[config.mk]
export PLATFORM = sky130hd
export DESIGN_NAME = fan_speed_from_sensor_max_unit_flat
export DESIGN_NICKNAME = d
export VERILOG_FILES = /design/src/hdl/fspd_pkg.sv /design/src/hdl/fspd_in_if.sv /design/src/hdl/fspd_out_if.sv /design/src/hdl/fan_speed_from_sensor_max_unit.sv /design/src/flat_wrapper.sv
export SDC_FILE = /design/constraint.sdc
export NUM_CORES = 1
export LEC_CHECK = 0
export BUFFER_PORTS_ARGS = -buffer_cell sky130_fd_sc_hd__buf_2
export CAP_MARGIN = 5
export CORE_MARGIN = 1.5
export CORE_UTILIZATION = 50
export CTS_BUF_LIST = sky130_fd_sc_hd__clkbuf_8 sky130_fd_sc_hd__clkbuf_16
export DETAILED_ROUTE_END_ITERATION = 7
export PLACE_DENSITY = 0.74
export SYNTH_ARGS = -nofsm -noshare
export SYNTH_HDL_FRONTEND = slang
export SYNTH_SLANG_ARGS = --single-unit
[constraint.sdc]
create_clock -name clk -period 9.4 [get_ports clk]
set_input_delay 1.41 -clock clk [delete_from_list [all_inputs] [get_ports clk]]
set_output_delay 1.41 -clock clk [all_outputs]
set_load 0.02 [all_outputs]
[src/hdl/fspd_pkg.sv]
// Package for the fan speed block: state encoding, register indexes,
// arithmetic constants and widths. No dependencies.
`timescale 1ns / 1ps
`default_nettype none
package fspd_pkg;

  localparam int TEMP_W = 19;
  localparam int OFF_W  = 18;
  localparam int PCT_W  = 7;
  localparam int SPD_W  = 16;
  localparam int CFG_IDX_W = 2;
  localparam int CFG_DAT_W = 16;
  localparam int DIV_W  = 28;
  localparam int CNT_W  = 4;

  localparam logic [CFG_IDX_W-1:0] CFG_MIN_SPEED = 2'd0;
  localparam logic [CFG_IDX_W-1:0] CFG_MAX_SPEED = 2'd1;
  localparam logic [CFG_IDX_W-1:0] CFG_MANUAL    = 2'd2;

  localparam logic [PCT_W-1:0] PCT_FULL  = 7'd100;
  localparam logic [PCT_W-1:0] PCT_SCALE = 7'd100;
  localparam logic signed [20:0] FLOOR_BACKOFF = 21'sd3000;

  // starting step counts: 7 steps for the percent, 16 for the speed
  localparam logic [CNT_W-1:0] PCT_CNT_INIT = 4'd6;
  localparam logic [CNT_W-1:0] SPD_CNT_INIT = 4'd15;
  localparam logic [DIV_W-1:0] SPD_DVS_INIT = DIV_W'(100) << 15;

  typedef enum logic [3:0] {
    S_IDLE,
    S_FLOOR,
    S_PSETUP,
    S_PDIV,
    S_MAX,
    S_SSETUP,
    S_SDIV,
    S_SFIN,
    S_FINISH
  } state_t;

endpackage
`default_nettype wire

[src/hdl/fspd_in_if.sv]
// Request channel into the fan speed block: one sensor reading of a pass.
// Depends on fspd_pkg for field widths.
`timescale 1ns / 1ps
`default_nettype none
interface fspd_in_if;
  logic                                     valid;
  logic                                     ready;
  logic signed [fspd_pkg::TEMP_W-1:0]       sensor_temp;
  logic signed [fspd_pkg::TEMP_W-1:0]       sensor_min;
  logic signed [fspd_pkg::TEMP_W-1:0]       sensor_max;
  logic signed [fspd_pkg::OFF_W-1:0]        sensor_offset;
  logic signed [fspd_pkg::TEMP_W-1:0]       ambient_temp;
  logic                                     last_sensor;

  modport source (
    output valid, sensor_temp, sensor_min, sensor_max, sensor_offset,
           ambient_temp, last_sensor,
    input  ready
  );
  modport sink (
    input  valid, sensor_temp, sensor_min, sensor_max, sensor_offset,
           ambient_temp, last_sensor,
    output ready
  );
endinterface
`default_nettype wire

[src/hdl/fspd_out_if.sv]
// Result channel out of the fan speed block: percent and fan speed.
// Depends on fspd_pkg for field widths.
`timescale 1ns / 1ps
`default_nettype none
interface fspd_out_if;
  logic                          valid;
  logic                          ready;
  logic [fspd_pkg::PCT_W-1:0]    sensor_percent;
  logic                          speed_valid;
  logic [fspd_pkg::SPD_W-1:0]    fan_speed;
  logic                          speed_write;

  modport source (
    output valid, sensor_percent, speed_valid, fan_speed, speed_write,
    input  ready
  );
  modport sink (
    input  valid, sensor_percent, speed_valid, fan_speed, speed_write,
    output ready
  );
endinterface
`default_nettype wire

[src/hdl/fan_speed_from_sensor_max_unit.sv]
// Top level of the fan speed block: sequencer around one shared
// compare-subtract divider. Depends on fspd_pkg, fspd_in_if, fspd_out_if.
//
// Channel   Dir  Handshake           Payload
// in_chan   in   valid/ready         sensor reading, limits, ambient, last flag
// out_chan  out  valid/ready         percent, speed_valid, fan_speed, speed_write
// cfg_*     in   cfg_we only         cfg_index, cfg_data
//
// A request goes through S_PDIV when the percent needs the divider and skips it
// when the percent is 0 or 100 outright; the last sensor of a pass adds the speed
// division. The shared divider runs 7 steps for the percent, 16 for the speed;
// in_chan.ready returns in the cycle after the result loads. The result register
// holds while out_chan stalls, and a second result waits in S_FINISH. rst_n is
// synchronous and clears state, running max, stored speed and config registers.
`timescale 1ns / 1ps
`default_nettype none
module fan_speed_from_sensor_max_unit (
  input  wire                              clk,
  input  wire                              rst_n,
  input  wire                              cfg_we,
  input  wire [fspd_pkg::CFG_IDX_W-1:0]    cfg_index,
  input  wire [fspd_pkg::CFG_DAT_W-1:0]    cfg_data,
  fspd_in_if.sink                          in_chan,
  fspd_out_if.source                       out_chan
);

  fspd_pkg::state_t state_r, state_nxt;

  logic signed [fspd_pkg::TEMP_W-1:0] t_r, lo_r, hi_r, amb_r;
  logic signed [fspd_pkg::OFF_W-1:0]  off_r;
  logic                               last_r;

  logic signed [20:0]                 floor_r, floor_nxt;
  logic [fspd_pkg::DIV_W-1:0]         rem_r, rem_nxt;
  logic [fspd_pkg::DIV_W-1:0]         dvs_r, dvs_nxt;
  logic [fspd_pkg::SPD_W-1:0]         q_r, q_nxt;
  logic [fspd_pkg::CNT_W-1:0]         cnt_r, cnt_nxt;
  logic [fspd_pkg::PCT_W-1:0]         pct_r, pct_nxt;
  logic [fspd_pkg::PCT_W-1:0]         maxpct_r, maxpct_nxt;
  logic                               neg_r, neg_nxt;
  logic [fspd_pkg::SPD_W-1:0]         speed_r, speed_nxt;
  logic                               wr_r, wr_nxt;
  logic [fspd_pkg::SPD_W-1:0]         stored_r, stored_nxt;

  logic [fspd_pkg::SPD_W-1:0]         smin_r, smax_r;
  logic                               manual_r;

  logic                               out_valid_r, out_valid_nxt;
  logic [fspd_pkg::PCT_W-1:0]         out_pct_r;
  logic                               out_sv_r;
  logic [fspd_pkg::SPD_W-1:0]         out_speed_r;
  logic                               out_wr_r;

  logic in_acc, out_free, div_ge, div_last, t_ge_hi, t_le_floor;
  logic [fspd_pkg::DIV_W:0]           div_diff;
  logic signed [19:0]                 sum20, lo20, hi20;
  logic signed [21:0]                 num22, den22;
  logic signed [16:0]                 sdiff;
  logic signed [24:0]                 prod;
  logic [24:0]                        mag;

  assign in_acc   = in_chan.valid && in_chan.ready;
  assign out_free = !out_valid_r || out_chan.ready;
  assign in_chan.ready = (state_r == fspd_pkg::S_IDLE);

  // shared compare-subtract unit
  assign div_diff = {1'b0, rem_r} - {1'b0, dvs_r};
  assign div_ge   = !div_diff[fspd_pkg::DIV_W];
  assign div_last = (cnt_r == '0);

  assign sum20 = 20'(amb_r) + 20'(off_r);
  assign lo20  = 20'(lo_r);
  assign hi20  = 20'(hi_r);
  assign num22 = 22'(t_r) - 22'(floor_r);
  assign den22 = 22'(hi_r) - 22'(floor_r);
  assign t_ge_hi    = (t_r >= hi_r);
  assign t_le_floor = (21'(t_r) <= floor_r);
  assign sdiff = $signed({1'b0, smax_r}) - $signed({1'b0, smin_r});
  assign prod  = 25'(sdiff) * 25'($signed({1'b0, maxpct_r}));
  assign mag   = prod[24] ? 25'(-prod) : 25'(prod);

  always_comb begin
    state_nxt = state_r;
    case (state_r)
      fspd_pkg::S_IDLE:   if (in_acc) state_nxt = fspd_pkg::S_FLOOR;
      fspd_pkg::S_FLOOR:  state_nxt = fspd_pkg::S_PSETUP;
      fspd_pkg::S_PSETUP: begin
        if (t_ge_hi || t_le_floor) state_nxt = fspd_pkg::S_MAX;
        else state_nxt = fspd_pkg::S_PDIV;
      end
      fspd_pkg::S_PDIV:   if (div_last) state_nxt = fspd_pkg::S_MAX;
      fspd_pkg::S_MAX: begin
        if (last_r) state_nxt = fspd_pkg::S_SSETUP;
        else state_nxt = fspd_pkg::S_FINISH;
      end
      fspd_pkg::S_SSETUP: state_nxt = fspd_pkg::S_SDIV;
      fspd_pkg::S_SDIV:   if (div_last) state_nxt = fspd_pkg::S_SFIN;
      fspd_pkg::S_SFIN:   state_nxt = fspd_pkg::S_FINISH;
      fspd_pkg::S_FINISH: if (out_free) state_nxt = fspd_pkg::S_IDLE;
      default:            state_nxt = fspd_pkg::S_IDLE;
    endcase
  end

  always_comb begin
    floor_nxt     = floor_r;
    rem_nxt       = rem_r;
    dvs_nxt       = dvs_r;
    q_nxt         = q_r;
    cnt_nxt       = cnt_r;
    pct_nxt       = pct_r;
    maxpct_nxt    = maxpct_r;
    neg_nxt       = neg_r;
    speed_nxt     = speed_r;
    wr_nxt        = wr_r;
    stored_nxt    = stored_r;
    out_valid_nxt = out_valid_r && !out_chan.ready;
    case (state_r)
      fspd_pkg::S_FLOOR: begin
        if (sum20 < lo20) floor_nxt = 21'(lo20);
        else floor_nxt = 21'(sum20);
        if (((sum20 < lo20) ? lo20 : sum20) >= hi20)
          floor_nxt = 21'(hi_r) - fspd_pkg::FLOOR_BACKOFF;
      end
      fspd_pkg::S_PSETUP: begin
        if (t_ge_hi) pct_nxt = fspd_pkg::PCT_FULL;
        else pct_nxt = '0;
        rem_nxt = fspd_pkg::DIV_W'(num22[19:0] * fspd_pkg::PCT_SCALE);
        dvs_nxt = fspd_pkg::DIV_W'({den22[19:0], 6'b0});
        q_nxt   = '0;
        cnt_nxt = fspd_pkg::PCT_CNT_INIT;
      end
      fspd_pkg::S_PDIV, fspd_pkg::S_SDIV: begin
        if (div_ge) rem_nxt = div_diff[fspd_pkg::DIV_W-1:0];
        q_nxt   = {q_r[fspd_pkg::SPD_W-2:0], div_ge};
        dvs_nxt = dvs_r >> 1;
        cnt_nxt = cnt_r - 4'd1;
        if (state_r == fspd_pkg::S_PDIV && div_last)
          pct_nxt = {q_r[fspd_pkg::PCT_W-2:0], div_ge};
      end
      fspd_pkg::S_MAX: begin
        if (pct_r > maxpct_r) maxpct_nxt = pct_r;
        speed_nxt = '0;
        wr_nxt    = 1'b0;
      end
      fspd_pkg::S_SSETUP: begin
        neg_nxt = prod[24];
        rem_nxt = fspd_pkg::DIV_W'(mag[22:0]);
        dvs_nxt = fspd_pkg::SPD_DVS_INIT;
        q_nxt   = '0;
        cnt_nxt = fspd_pkg::SPD_CNT_INIT;
      end
      fspd_pkg::S_SFIN: begin
        speed_nxt  = neg_r ? (smin_r - q_r) : (smin_r + q_r);
        maxpct_nxt = '0;
        if (manual_r && (speed_nxt != stored_r)) begin
          wr_nxt     = 1'b1;
          stored_nxt = speed_nxt;
        end
      end
      fspd_pkg::S_FINISH: begin
        if (out_free) out_valid_nxt = 1'b1;
      end
      default: ;
    endcase
  end

  always_ff @(posedge clk) begin
    if (!rst_n) begin
      state_r     <= fspd_pkg::S_IDLE;
      out_valid_r <= 1'b0;
      maxpct_r    <= '0;
      stored_r    <= '0;
      smin_r      <= '0;
      smax_r      <= '0;
      manual_r    <= 1'b0;
    end else begin
      state_r     <= state_nxt;
      out_valid_r <= out_valid_nxt;
      maxpct_r    <= maxpct_nxt;
      stored_r    <= stored_nxt;
      if (cfg_we) begin
        case (cfg_index)
          fspd_pkg::CFG_MIN_SPEED: smin_r   <= cfg_data;
          fspd_pkg::CFG_MAX_SPEED: smax_r   <= cfg_data;
          fspd_pkg::CFG_MANUAL:    manual_r <= cfg_data[0];
          default: ;
        endcase
      end
    end
  end

  always_ff @(posedge clk) begin
    if (in_acc) begin
      t_r    <= in_chan.sensor_temp;
      lo_r   <= in_chan.sensor_min;
      hi_r   <= in_chan.sensor_max;
      off_r  <= in_chan.sensor_offset;
      amb_r  <= in_chan.ambient_temp;
      last_r <= in_chan.last_sensor;
    end
    floor_r <= floor_nxt;
    rem_r   <= rem_nxt;
    dvs_r   <= dvs_nxt;
    q_r     <= q_nxt;
    cnt_r   <= cnt_nxt;
    pct_r   <= pct_nxt;
    neg_r   <= neg_nxt;
    speed_r <= speed_nxt;
    wr_r    <= wr_nxt;
    if (state_r == fspd_pkg::S_FINISH && out_free) begin
      out_pct_r   <= pct_r;
      out_sv_r    <= last_r;
      out_speed_r <= speed_r;
      out_wr_r    <= wr_r;
    end
  end

  assign out_chan.valid          = out_valid_r;
  assign out_chan.sensor_percent = out_pct_r;
  assign out_chan.speed_valid    = out_sv_r;
  assign out_chan.fan_speed      = out_speed_r;
  assign out_chan.speed_write    = out_wr_r;

`ifndef SYNTHESIS
  a_write_needs_speed: assert property (@(posedge clk) disable iff (!rst_n)
    out_valid_r && out_wr_r |-> out_sv_r)
    else $error("speed_write without speed_valid");

  a_pct_range: assert property (@(posedge clk) disable iff (!rst_n)
    out_valid_r |-> out_pct_r <= fspd_pkg::PCT_FULL)
    else $error("sensor_percent above full scale");

  a_busy_after_accept: assert property (@(posedge clk) disable iff (!rst_n)
    in_acc |=> !in_chan.ready)
    else $error("request taken while previous one in flight");

  a_div_count: assert property (@(posedge clk) disable iff (!rst_n)
    state_r == fspd_pkg::S_PDIV |-> cnt_r <= fspd_pkg::PCT_CNT_INIT)
    else $error("percent division ran past its step count");
`endif

endmodule
`default_nettype wire
[src/flat_wrapper.sv]
// flat-port wrapper written by rule: the top's interface ports become plain ports
module fan_speed_from_sensor_max_unit_flat 
  (clk, rst_n, cfg_we, cfg_index, cfg_data, in_chan_valid, in_chan_sensor_temp, in_chan_sensor_min, in_chan_sensor_max, in_chan_sensor_offset, in_chan_ambient_temp, in_chan_last_sensor, in_chan_ready, out_chan_valid, out_chan_sensor_percent, out_chan_speed_valid, out_chan_fan_speed, out_chan_speed_write, out_chan_ready);
  fspd_in_if in_chan_i ();
  fspd_out_if out_chan_i ();
  input  wire clk;
  input  wire rst_n;
  input  wire cfg_we;
  input  wire [fspd_pkg::CFG_IDX_W-1:0] cfg_index;
  input  wire [fspd_pkg::CFG_DAT_W-1:0] cfg_data;
  input wire logic [$bits(in_chan_i.valid)-1:0] in_chan_valid;
  input wire logic [$bits(in_chan_i.sensor_temp)-1:0] in_chan_sensor_temp;
  input wire logic [$bits(in_chan_i.sensor_min)-1:0] in_chan_sensor_min;
  input wire logic [$bits(in_chan_i.sensor_max)-1:0] in_chan_sensor_max;
  input wire logic [$bits(in_chan_i.sensor_offset)-1:0] in_chan_sensor_offset;
  input wire logic [$bits(in_chan_i.ambient_temp)-1:0] in_chan_ambient_temp;
  input wire logic [$bits(in_chan_i.last_sensor)-1:0] in_chan_last_sensor;
  output wire logic [$bits(in_chan_i.ready)-1:0] in_chan_ready;
  output wire logic [$bits(out_chan_i.valid)-1:0] out_chan_valid;
  output wire logic [$bits(out_chan_i.sensor_percent)-1:0] out_chan_sensor_percent;
  output wire logic [$bits(out_chan_i.speed_valid)-1:0] out_chan_speed_valid;
  output wire logic [$bits(out_chan_i.fan_speed)-1:0] out_chan_fan_speed;
  output wire logic [$bits(out_chan_i.speed_write)-1:0] out_chan_speed_write;
  input wire logic [$bits(out_chan_i.ready)-1:0] out_chan_ready;
  assign in_chan_i.valid = in_chan_valid;
  assign in_chan_i.sensor_temp = in_chan_sensor_temp;
  assign in_chan_i.sensor_min = in_chan_sensor_min;
  assign in_chan_i.sensor_max = in_chan_sensor_max;
  assign in_chan_i.sensor_offset = in_chan_sensor_offset;
  assign in_chan_i.ambient_temp = in_chan_ambient_temp;
  assign in_chan_i.last_sensor = in_chan_last_sensor;
  assign in_chan_ready = in_chan_i.ready;
  assign out_chan_valid = out_chan_i.valid;
  assign out_chan_sensor_percent = out_chan_i.sensor_percent;
  assign out_chan_speed_valid = out_chan_i.speed_valid;
  assign out_chan_fan_speed = out_chan_i.fan_speed;
  assign out_chan_speed_write = out_chan_i.speed_write;
  assign out_chan_i.ready = out_chan_ready;
  fan_speed_from_sensor_max_unit u_core (.clk(clk), .rst_n(rst_n), .cfg_we(cfg_we), .cfg_index(cfg_index), .cfg_data(cfg_data), .in_chan(in_chan_i), .out_chan(out_chan_i));
endmodule
==> impl_results.md, run 1 <==
* Mapped Cells at 2805
* Slowest cell delay on critical path at roughly 0.6 ns
* Commonest non-fill, non-tap cells in the layout: 372 x inv_1, 299 x ha_1, 239 x edfxtp_1
* Clk_lat worst skew at 0.56 ns
* TritonCTS Sinks at 300
* Final hold slack at 0.420 ns
* CP Capture Type: register
* Yosys warns at 0
* Mapped Area at between 20000 and 30000 sq um
* Final Util at about 56%
* Worst EP required at 9.70 ns
* CP Launch Type: register
* Post-Synth XOR/XNOR Area at under 10%
* Syn Area/Cell at about 9.4 sq um
* Vias at 20632
* CTS Hold Bufs at 0
* DIE WIDTH at 233 um
* DRC viols at 0
* Initial Util at 51.0%
* Core Area at approximately 52000 sq um
* Most common cell after layout, fill and taps aside: inv_1
* Tot GR Track Use at 23.9%
* Minimum clock period after layout at 8.62 ns
* Worst hold stages at 0
* Tcrit/Tclk final at between 90% and 100%
* Syn nets at around 3300
* Seq/Total Area, Yosys at 31.9%
* DRT antenna net count at 0
* Synth Area in Adders at 22.7%
* Die Area at 54100 sq um
* Port bufs at 144
* Final Hold Fails at 0
* Final #Nets at 3462
* Status: complete, no violations
* H-tree levels at 2
* GP Congestion at about 0.94
* Post-CTS Resized at 0
* CTS tree: built
* Hold Crit Class: register to register
* Most frequent CP cell: fa_1
* RSZ-0062 raised after global routing: no
* Post-route insts no fill at about 3600
* Reg2reg setup slack at 0.78 ns
* Setup crit start: u_core.smax_r[0]$_SDFFE_PN0P_
* Via count of the first global-routing pass at 20828
* Root Driver: clkbuf_16
* Worst slew margin at 16.6%
* Final setup viols at 0
* Final slew viol count at 0
* Ports at 145
* WS Path Type: register to register
* First-pass GRT wire length at 104 mm
* DR vias/cell at 5.67
* Die extent in y at 233 um
* ANT cells at 0
* Setup tns final at 0 ns
* Cell Rows at 83
* Synth Register Bits at 300
* CTS buffer count at 37
* Clk slew on worst S/H paths at 0.06 ns
* Area grow syn2layout at 10.1%
* Total gr overflow at 0
* WL final at 64.1 mm
* Max-cap violation count at 0
* Mean routed wirelength per cell at 17.6 um
* Synth Area in Simple Gates at 15.7%
* Critical register-to-register path startpoint: u_core.smax_r[0]$_SDFFE_PN0P_
* Hold_sp: u_core.speed_r[9]$_SDFFCE_PN0P_
* Async S/R FF share, synth at 0%
* Main synth FF type: edfxtp_1
* Register-to-Register Path Depth at 32
* Share of cells above drive strength 1 at 9.73%
* Synth Area in Compound Gates at 14.8%
* DRT Pass-1 Iters at 5
* Setup Buffers After CTS at 0
* Largest family of logic cells by synthesized area: adder cells
* Largest net degree at the start of global routing at 69
* Initial antenna violation count at 0
* Max Fanout on Critical Path at 15
* Worst-Margin Slew at 1.24 ns
* # placed instances at about 3600
* Dpl hpwl at 50.3 mm
* Initial DRC count at 1348
* Distinct cell type count after synthesis at 95
* Worst path arrival time at 8.92 ns
* Critical Path Slowest Stage Cell: or3_1
* Fraction of synthesized area in multiplexers at 1.99%
* Clock skew at 0.0378 ns
* Clock Tree Buf Depth at 3
* Number of flops mapped to enable cells by yosys at 239
* F_max at 116 MHz
per-layer routing:
layer / track usage (%) / up-vias / share of wire (%)
met1: 29.8 / 9843 / 43
li1: - / 10102 / -
met5: 0 / - / 0
met4: 8.37 / 0 / 3.3
met2: 42.4 / 550 / 49
met3: 2.77 / 137 / 4.6
state kept, by name, indices dropped and copies added (netlist names), 4 cells and up:
register and cells:
u_core.speed_r 16, u_core.floor_r 20, u_core.lo_r 19, u_core.cnt_r 4, u_core.out_chan.fan_speed 16, u_core.smin_r 16
u_core.hi_r 19, u_core.pct_r 7, u_core.smax_r 16, u_core.amb_r 19, u_core.q_r 16, u_core.off_r 18
u_core.stored_r 16, u_core.out_chan.sensor_percent 7, u_core.maxpct_r 7, u_core.state_r 4, u_core.t_r 19, u_core.dvs_r 26
u_core.rem_r 28
logic make-up after synthesis:
group	Yosys count
simple gates	816
fa+ha+maj	411
compound gates	598
buf+inv	444
flops	300
xor+xnor	188
mux	48
worst paths after layout:
check	endpoint
worst max-delay path	u_core.rem_r[20]$_DFFE_PP_
worst min-delay path	u_core.out_chan.fan_speed[9]$_DFFE_PP_
worst max register to register	u_core.rem_r[20]$_DFFE_PP_
worst min register to register	u_core.out_chan.fan_speed[9]$_DFFE_PP_
cells in the mapped netlist, drive strengths merged, types with 48 or more instances:
cell type  instances  area [sq um]
ha               299          3740
dfxtp             61          1220
clkbuf            67           251
edfxtp           239          7180
fa               112          2240
a21o              68           510
and2              74           463
nor2             196           736
a21oi            166           831
inv              370          1390
nand2            198           743
xnor2            108           965
nor2b             48           300
xor2              76           666
o21ai            118           594
nor3              68           352
cell type report:
class / count / area, sq um
tap: 680 / 851
multi-input combinational: 2061 / 16300
inverter: 372 / 1400
sequential: 300 / 8400
timing repair buffer: 161 / 848
fill: 4521 / 22700
clock buffer: 39 / 965
clock inverter: 26 / 238
through the flow:
| stage | cell area, sq um | worst slack [ns] |
|---|---|---|
| floorplan | 26400 | 1.44 |
| CTS | 29000 | 0.864 |
| global placement | 27800 | 1.03 |
| global route | 29000 | 0.250 |
| finish | 29000 | 0.780 |
| detailed placement | 27800 | 0.891 |
worst max-delay path, delay by kind of cell, from the launching register on:
kind,cells,cell delay [ns]
adders and majority gates,7,3.15
AOI/OAI and AO/OA,11,2.41
and+or+nand+nor,7,1.36
xor gates and xnor gates,2,0.64
buffers and inverters,5,0.49
DFF,1,0.33
Power of run 1 is left out: the tool's default activity adds up to more than one toggle a clock period on the data nets, which glitch-free logic cannot reach.
==> inputs of run 2 (changes only) <==
--- a/config.mk
+++ b/config.mk
@@ -7,11 +7,13 @@
 export LEC_CHECK = 0
 export BUFFER_PORTS_ARGS = -buffer_cell sky130_fd_sc_hd__buf_2
 export CAP_MARGIN = 5
+export CELL_PAD_IN_SITES_DETAIL_PLACEMENT = 1
+export CELL_PAD_IN_SITES_GLOBAL_PLACEMENT = 2
 export CORE_MARGIN = 1.5
-export CORE_UTILIZATION = 50
+export CORE_UTILIZATION = 40
 export CTS_BUF_LIST = sky130_fd_sc_hd__clkbuf_8 sky130_fd_sc_hd__clkbuf_16
 export DETAILED_ROUTE_END_ITERATION = 7
-export PLACE_DENSITY = 0.74
+export PLACE_DENSITY = 0.88
 export SYNTH_ARGS = -nofsm -noshare
 export SYNTH_HDL_FRONTEND = slang
 export SYNTH_SLANG_ARGS = --single-unit
==> run 2 against run 1 <==
Fmax decreased by 0.61%; clock-buffer cell count increased by 3; cell area is 1.2% higher; wire length is 15% higher; sequential share of layout area fell by 0.35 points; worst hold slack hardly changed; critical path type unchanged; die area grew 25%; critical path depth unchanged; register-to-register slack got worse by 0.05 ns.
==> impl_results.md, run 2 (synthesis results as in run 1) <==
* Sequential cell area at 8400 sq um
* Place WS at approximately 0.6 ns
* Worst EP required at 9.70 ns
* Most common cell after layout, fill and taps aside: inv_1
* Setup tns final at 0 ns
* Largest net degree at the start of global routing at 77
* Die Area at between 60000 and 70000 sq um
* Largest regs: u_core.rem_r (28), u_core.dvs_r (26), u_core.floor_r (20)
* Area of the multi-input gates at 16300 sq um
* Clk slew on worst S/H paths at 0.06 ns
* Max reg flops at 28
* WS Path Type: register to register
* Status: complete, no violations
* Post-CTS Resized at 0
* Final hold slack at 0.419 ns
* Tot GR Track Use at roughly 22%
* Vias at ~21000
* Cell Rows at 93
* Area grow syn2layout at 11.4%
* Critical Path Slowest Stage Cell: or3_1
* Die extent in y at about 260 um
* CP Launch Type: register
* Core Area at 64800 sq um
* Worst-Margin Slew at 1.18 ns
* CP Capture Type: register
* Setup Buffers After CTS at 0
* Ports at 145
* CTS buffer count at 39
* Via count of the first global-routing pass at between 20000 and 25000
* TritonCTS Sinks at 300
* Initial Util at 40.7%
* Max-cap violation count at 0
* First-pass GRT wire length at 120 mm
* Share of cells above drive strength 1 at 9.85%
* Mean routed wirelength per cell at ~19 um
* Slowest cell delay on critical path at 0.60 ns
* DRT antenna net count at 0
* H-tree levels at 2
* CTS Hold Bufs at 0
* Hold Crit Endpoint: u_core.out_chan.fan_speed[8]$_DFFE_PP_
* Hold Crit Class: register to register
* Final #Nets at 3465
* Initial DRC count at 926
* Port bufs at 144
* Clk_lat worst skew at about 0.57 ns
* Setup slack after layout at 0.728 ns
* Reg2reg setup slack at 0.73 ns
* Minimum clock period after layout at 8.67 ns
* CTS tree: built
* Register-to-Register Path Depth at 32
* Clock skew at 0.0258 ns
* WL final at around 74 mm
* Final slew viol count at 0
* Worst hold stages at 0
* Largest register by flop count: u_core.rem_r
* Worst slew margin at 21.4%
* Max Fanout on Critical Path at 15
* Initial antenna violation count at 1
* GP Congestion at 0.891
* Final Util at 45.3%
* Fill cells at 7471
* Hold_sp: u_core.speed_r[8]$_SDFFCE_PN0P_
* Total gr overflow at 0
* Dpl hpwl at 59.0 mm
* DRT Pass-1 Iters at 5
* Most frequent CP cell: fa_1
* Final Hold Fails at 0
* DR vias/cell at 5.47
* Clock Tree Buf Depth at 3
* F_max at 115 MHz
* Worst R2R End: u_core.rem_r[20]$_DFFE_PP_
* Final setup viols at 0
* Tcrit/Tclk final at 92.3%
* Worst path arrival time at 8.98 ns
* RSZ-0062 raised after global routing: no
* DIE WIDTH at 260 um
* Commonest non-fill, non-tap cells in the layout: 377 x inv_1, 299 x ha_1, 239 x edfxtp_1
* DRC viols at 0
* Critical register-to-register path startpoint: u_core.smax_r[0]$_SDFFE_PN0P_
* Root Driver: clkbuf_16
run 2: changes by cell type in the layout (fill, tap and decap cells not counted), moves of 2 or more:
cell        before  now
xnor2_1        107  105
clkinv_2         8    3
inv_1          372  377
xnor2_2          0    2
clkbuf_16       38   42
clkinv_4         4    0
clkinvlp_4       0    3
run 2: worst max-delay path by stage:
stage                                  start                          to  depth (start not counted)
2_1_floorplan  u_core.smin_r[1]$_SDFFE_PN0P_  u_core.rem_r[21]$_DFFE_PP_                         30
3_3_place_gp   u_core.smax_r[0]$_SDFFE_PN0P_  u_core.rem_r[20]$_DFFE_PP_                         32
3_5_place_dp   u_core.smax_r[0]$_SDFFE_PN0P_  u_core.rem_r[20]$_DFFE_PP_                         32
4_1_cts        u_core.smax_r[0]$_SDFFE_PN0P_  u_core.rem_r[20]$_DFFE_PP_                         32
5_1_grt        u_core.smin_r[1]$_SDFFE_PN0P_  u_core.rem_r[20]$_DFFE_PP_                         30
6_report       u_core.smax_r[0]$_SDFFE_PN0P_  u_core.rem_r[20]$_DFFE_PP_                         32
run 2: critical path: cells and delay by family (launching register included):
family                     cells  cell delay (ns)
AOI/OAI and AO/OA             11             2.52
xor gates and xnor gates       2             0.49
adders and majority gates      7             3.10
buffers and inverters          5             0.50
DFF                            1             0.33
and+or+nand+nor                7             1.46
run 2: through the flow:
step	cell area (sq um)	std cells
floorplan	26400	2805
global placement	28000	3748
detailed placement	28000	3748
CTS	29300	3818
global route	29400	3821
finish	29400	3821
run 2: cell type report:
cell class              count  share of cell area (%)
clock buffers              42                    3.58
flip-flops and latches    300                    28.6
repair buffers            162                    2.91
well taps                 855                    3.64
inverters                 372                    4.76
multi-input cells        2061                    55.6
diodes                      1                 0.00852
clock inverters            28                   0.869
run 2: routing by layer:
metal / part of all wire, % / up-vias / global-route usage [%] / wire, um
met1: 44 / 10328 / 27.7 / 32600
met3: 2.8 / 112 / 2.01 / 2090
met5: 0 / - / 0 / 0
met2: 50 / 331 / 39.9 / 37000
li1: - / 10112 / - / -
met4: 2.8 / 0 / 6.52 / 2030
Power of run 2 is left out for the same reason.
==> inputs of run 3 (changes only) <==
--- a/config.mk
+++ b/config.mk
@@ -10,10 +10,10 @@
 export CELL_PAD_IN_SITES_DETAIL_PLACEMENT = 1
 export CELL_PAD_IN_SITES_GLOBAL_PLACEMENT = 2
 export CORE_MARGIN = 1.5
-export CORE_UTILIZATION = 40
+export CORE_UTILIZATION = 37
 export CTS_BUF_LIST = sky130_fd_sc_hd__clkbuf_8 sky130_fd_sc_hd__clkbuf_16
 export DETAILED_ROUTE_END_ITERATION = 7
-export PLACE_DENSITY = 0.88
+export PLACE_DENSITY = 0.86
 export SYNTH_ARGS = -nofsm -noshare
 export SYNTH_HDL_FRONTEND = slang
 export SYNTH_SLANG_ARGS = --single-unit
==> constraint.sdc (replaced) <==
create_clock -name clk -period 7.5 [get_ports clk]
set_input_delay 1.125 -clock clk [delete_from_list [all_inputs] [get_ports clk]]
set_output_delay 1.125 -clock clk [all_outputs]
set_load 0.02 [all_outputs]
==> run 3 against run 2 <==
Critical path depth stayed put; fmax is 17% higher; utilization is 1.6 points lower; worst setup slack worse by 0.62 ns; die area is 8.0% higher; critical path type unchanged; critical endpoint is now u_core.rem_r[3]$_DFFE_PP_; largest cell class unchanged.
==> impl_results.md, run 3 (synthesis results as in run 1) <==
* DRT antenna net count at 0
* Worst slew margin at 26.2%
* Final Hold Fails at 0
* CTS Hold Bufs at 0
* Port bufs at around 140
* H-tree levels at 2
* Clock skew at 0.0220 ns
* Largest net degree at the start of global routing at 88
* Via count of the first global-routing pass at 23382
* Worst EP required at 7.79 ns
* Final #Nets at 3563
* Worst path arrival time at 7.68 ns
* Final Util at 43.7%
* Clock Tree Buf Depth at 3
* Final slew viol count at 0
* Cell Rows at 97
* Commonest non-fill, non-tap cells in the layout: 364 x inv_1, 291 x ha_1, 239 x edfxtp_1
* Root Driver: clkbuf_16
* CP Launch Type: register
* Initial antenna violation count at 0
* Max Fanout on Critical Path at 6
* Vias at roughly 21000
* WS Path Type: register to register
* Die Area at 72800 sq um
* Fill cells at 7996
* Final setup viols at 0
* ANT cells at 0
* F_max at between 100 and 150 MHz
* Core Area at 70300 sq um
* Final hold slack at 0.423 ns
* Dpl cell area at around 29000 sq um
* Tcrit/Tclk final at 98.5%
* Worst-Margin Slew at 1.11 ns
* Area of the multi-input gates at between 15000 and 20000 sq um
* WL final at 76.8 mm
* Area grow syn2layout at 16.6%
* RSZ-0062 raised after global routing: yes
* Total gr overflow at 0
* Initial Util at 37.5%
* Most common cell after layout, fill and taps aside: inv_1
* DRC viols at 0
* CTS tree: built
* Max-cap violation count at 0
* DIE WIDTH at 270 um
* Mean routed wirelength per cell at roughly 19 um
* Die extent in y at between 200 and 300 um
* Initial DRC count at 886
* Share of cells above drive strength 1 at 15.7%
* TritonCTS Sinks at 300
* GP Congestion at 0.894
* CTS buffer count at 39
* Post-route cell area at 30700 sq um
* CP Capture Type: register
* First-pass GRT wire length at 124 mm
* Number of buffers and inverters on the critical path at 5
* Clk slew on worst S/H paths at around 0.060 ns
* Hold Crit Class: register to register
* DR vias/cell at 5.35
* CP delay by family, top: adder cells
* Sequential cell area at 8400 sq um
* Ports at 145
* Slowest cell delay on critical path at 0.59 ns
* Setup crit start: u_core.smax_r[0]$_SDFFE_PN0P_
* Largest regs: u_core.rem_r (28), u_core.dvs_r (26), u_core.floor_r (20)
* Setup tns final at 0 ns
* Tot GR Track Use at 21.0%
* Dpl hpwl at 61.1 mm
* Critical Path Slowest Stage Cell: fa_1
* Critical register-to-register path startpoint: u_core.smax_r[0]$_SDFFE_PN0P_
* Status: complete, no violations
* Max reg flops at 28
* Minimum clock period after layout at around 7.4 ns
* Largest register by flop count: u_core.rem_r
* DRT Pass-1 Iters at 4
* Clk_lat worst skew at 0.57 ns
* Hold_sp: u_core.speed_r[11]$_SDFFCE_PN0P_
-- run 3: changes by cell type in the layout (fill, tap and decap cells not counted), sizes merged --
cell / previous run / this run
clkbuf: 42 / 44
bufinv: 4 / 1
inv: 381 / 380
clkinv: 12 / 17
diode: 1 / 0
buf: 162 / 259
-- run 3: per-stage QoR --
step / instances / setup WS (ns)
final: 4005 / 0.112
after global routing: 4005 / -0.231
after CTS: 3986 / 0.000218
after detailed placement: 3912 / -0.375
after global placement: 3912 / -0.184
after floorplan: 2805 / 0.0572
-- run 3: cell type report --
class	count	share of cell area (%)
clock inverters	29	0.590
repair buffers	260	5.34
inverters	372	4.55
flip-flops and latches	300	27.3
clock buffers	43	3.39
well taps	940	3.83
multi-input cells	2061	55.0
-- run 3: worst paths after layout --
check | end | slack (ns) | cells past startpoint
max | u_core.rem_r[3]$_DFFE_PP_ | 0.11 | 32
min | u_core.out_chan.fan_speed[11]$_DFFE_PP_ | 0.42 | 0
max reg2reg | u_core.rem_r[3]$_DFFE_PP_ | 0.11 | 32
min reg2reg | u_core.out_chan.fan_speed[11]$_DFFE_PP_ | 0.42 | 0
-- run 3: what timing repair did --
action	4_1_cts	5_1_grt
gates resized for setup	24	104
hold endpoints to repair	0	0
setup buffers	2	17
pin swaps	4	65
cloned	0	1
setup endpoints to repair	23	42
-- run 3: worst reg2reg max path: cells and delay by family (launching register included) --
family,cells,cell delay [ns]
simple gates,7,1.31
buf+inv,5,0.38
xor+xnor,2,0.40
flops,1,0.33
compound gates,11,1.81
fa+ha+maj,7,2.86
-- run 3: layer usage --
metal	up-vias	GRT usage (%)	routed length, um
met5	-	0	0
met4	0	7.76	2740
met3	114	2.40	2370
met2	337	37.2	38100
met1	10635	26.0	33500
li1	10323	-	-
Power of run 3 is left out for the same reason.
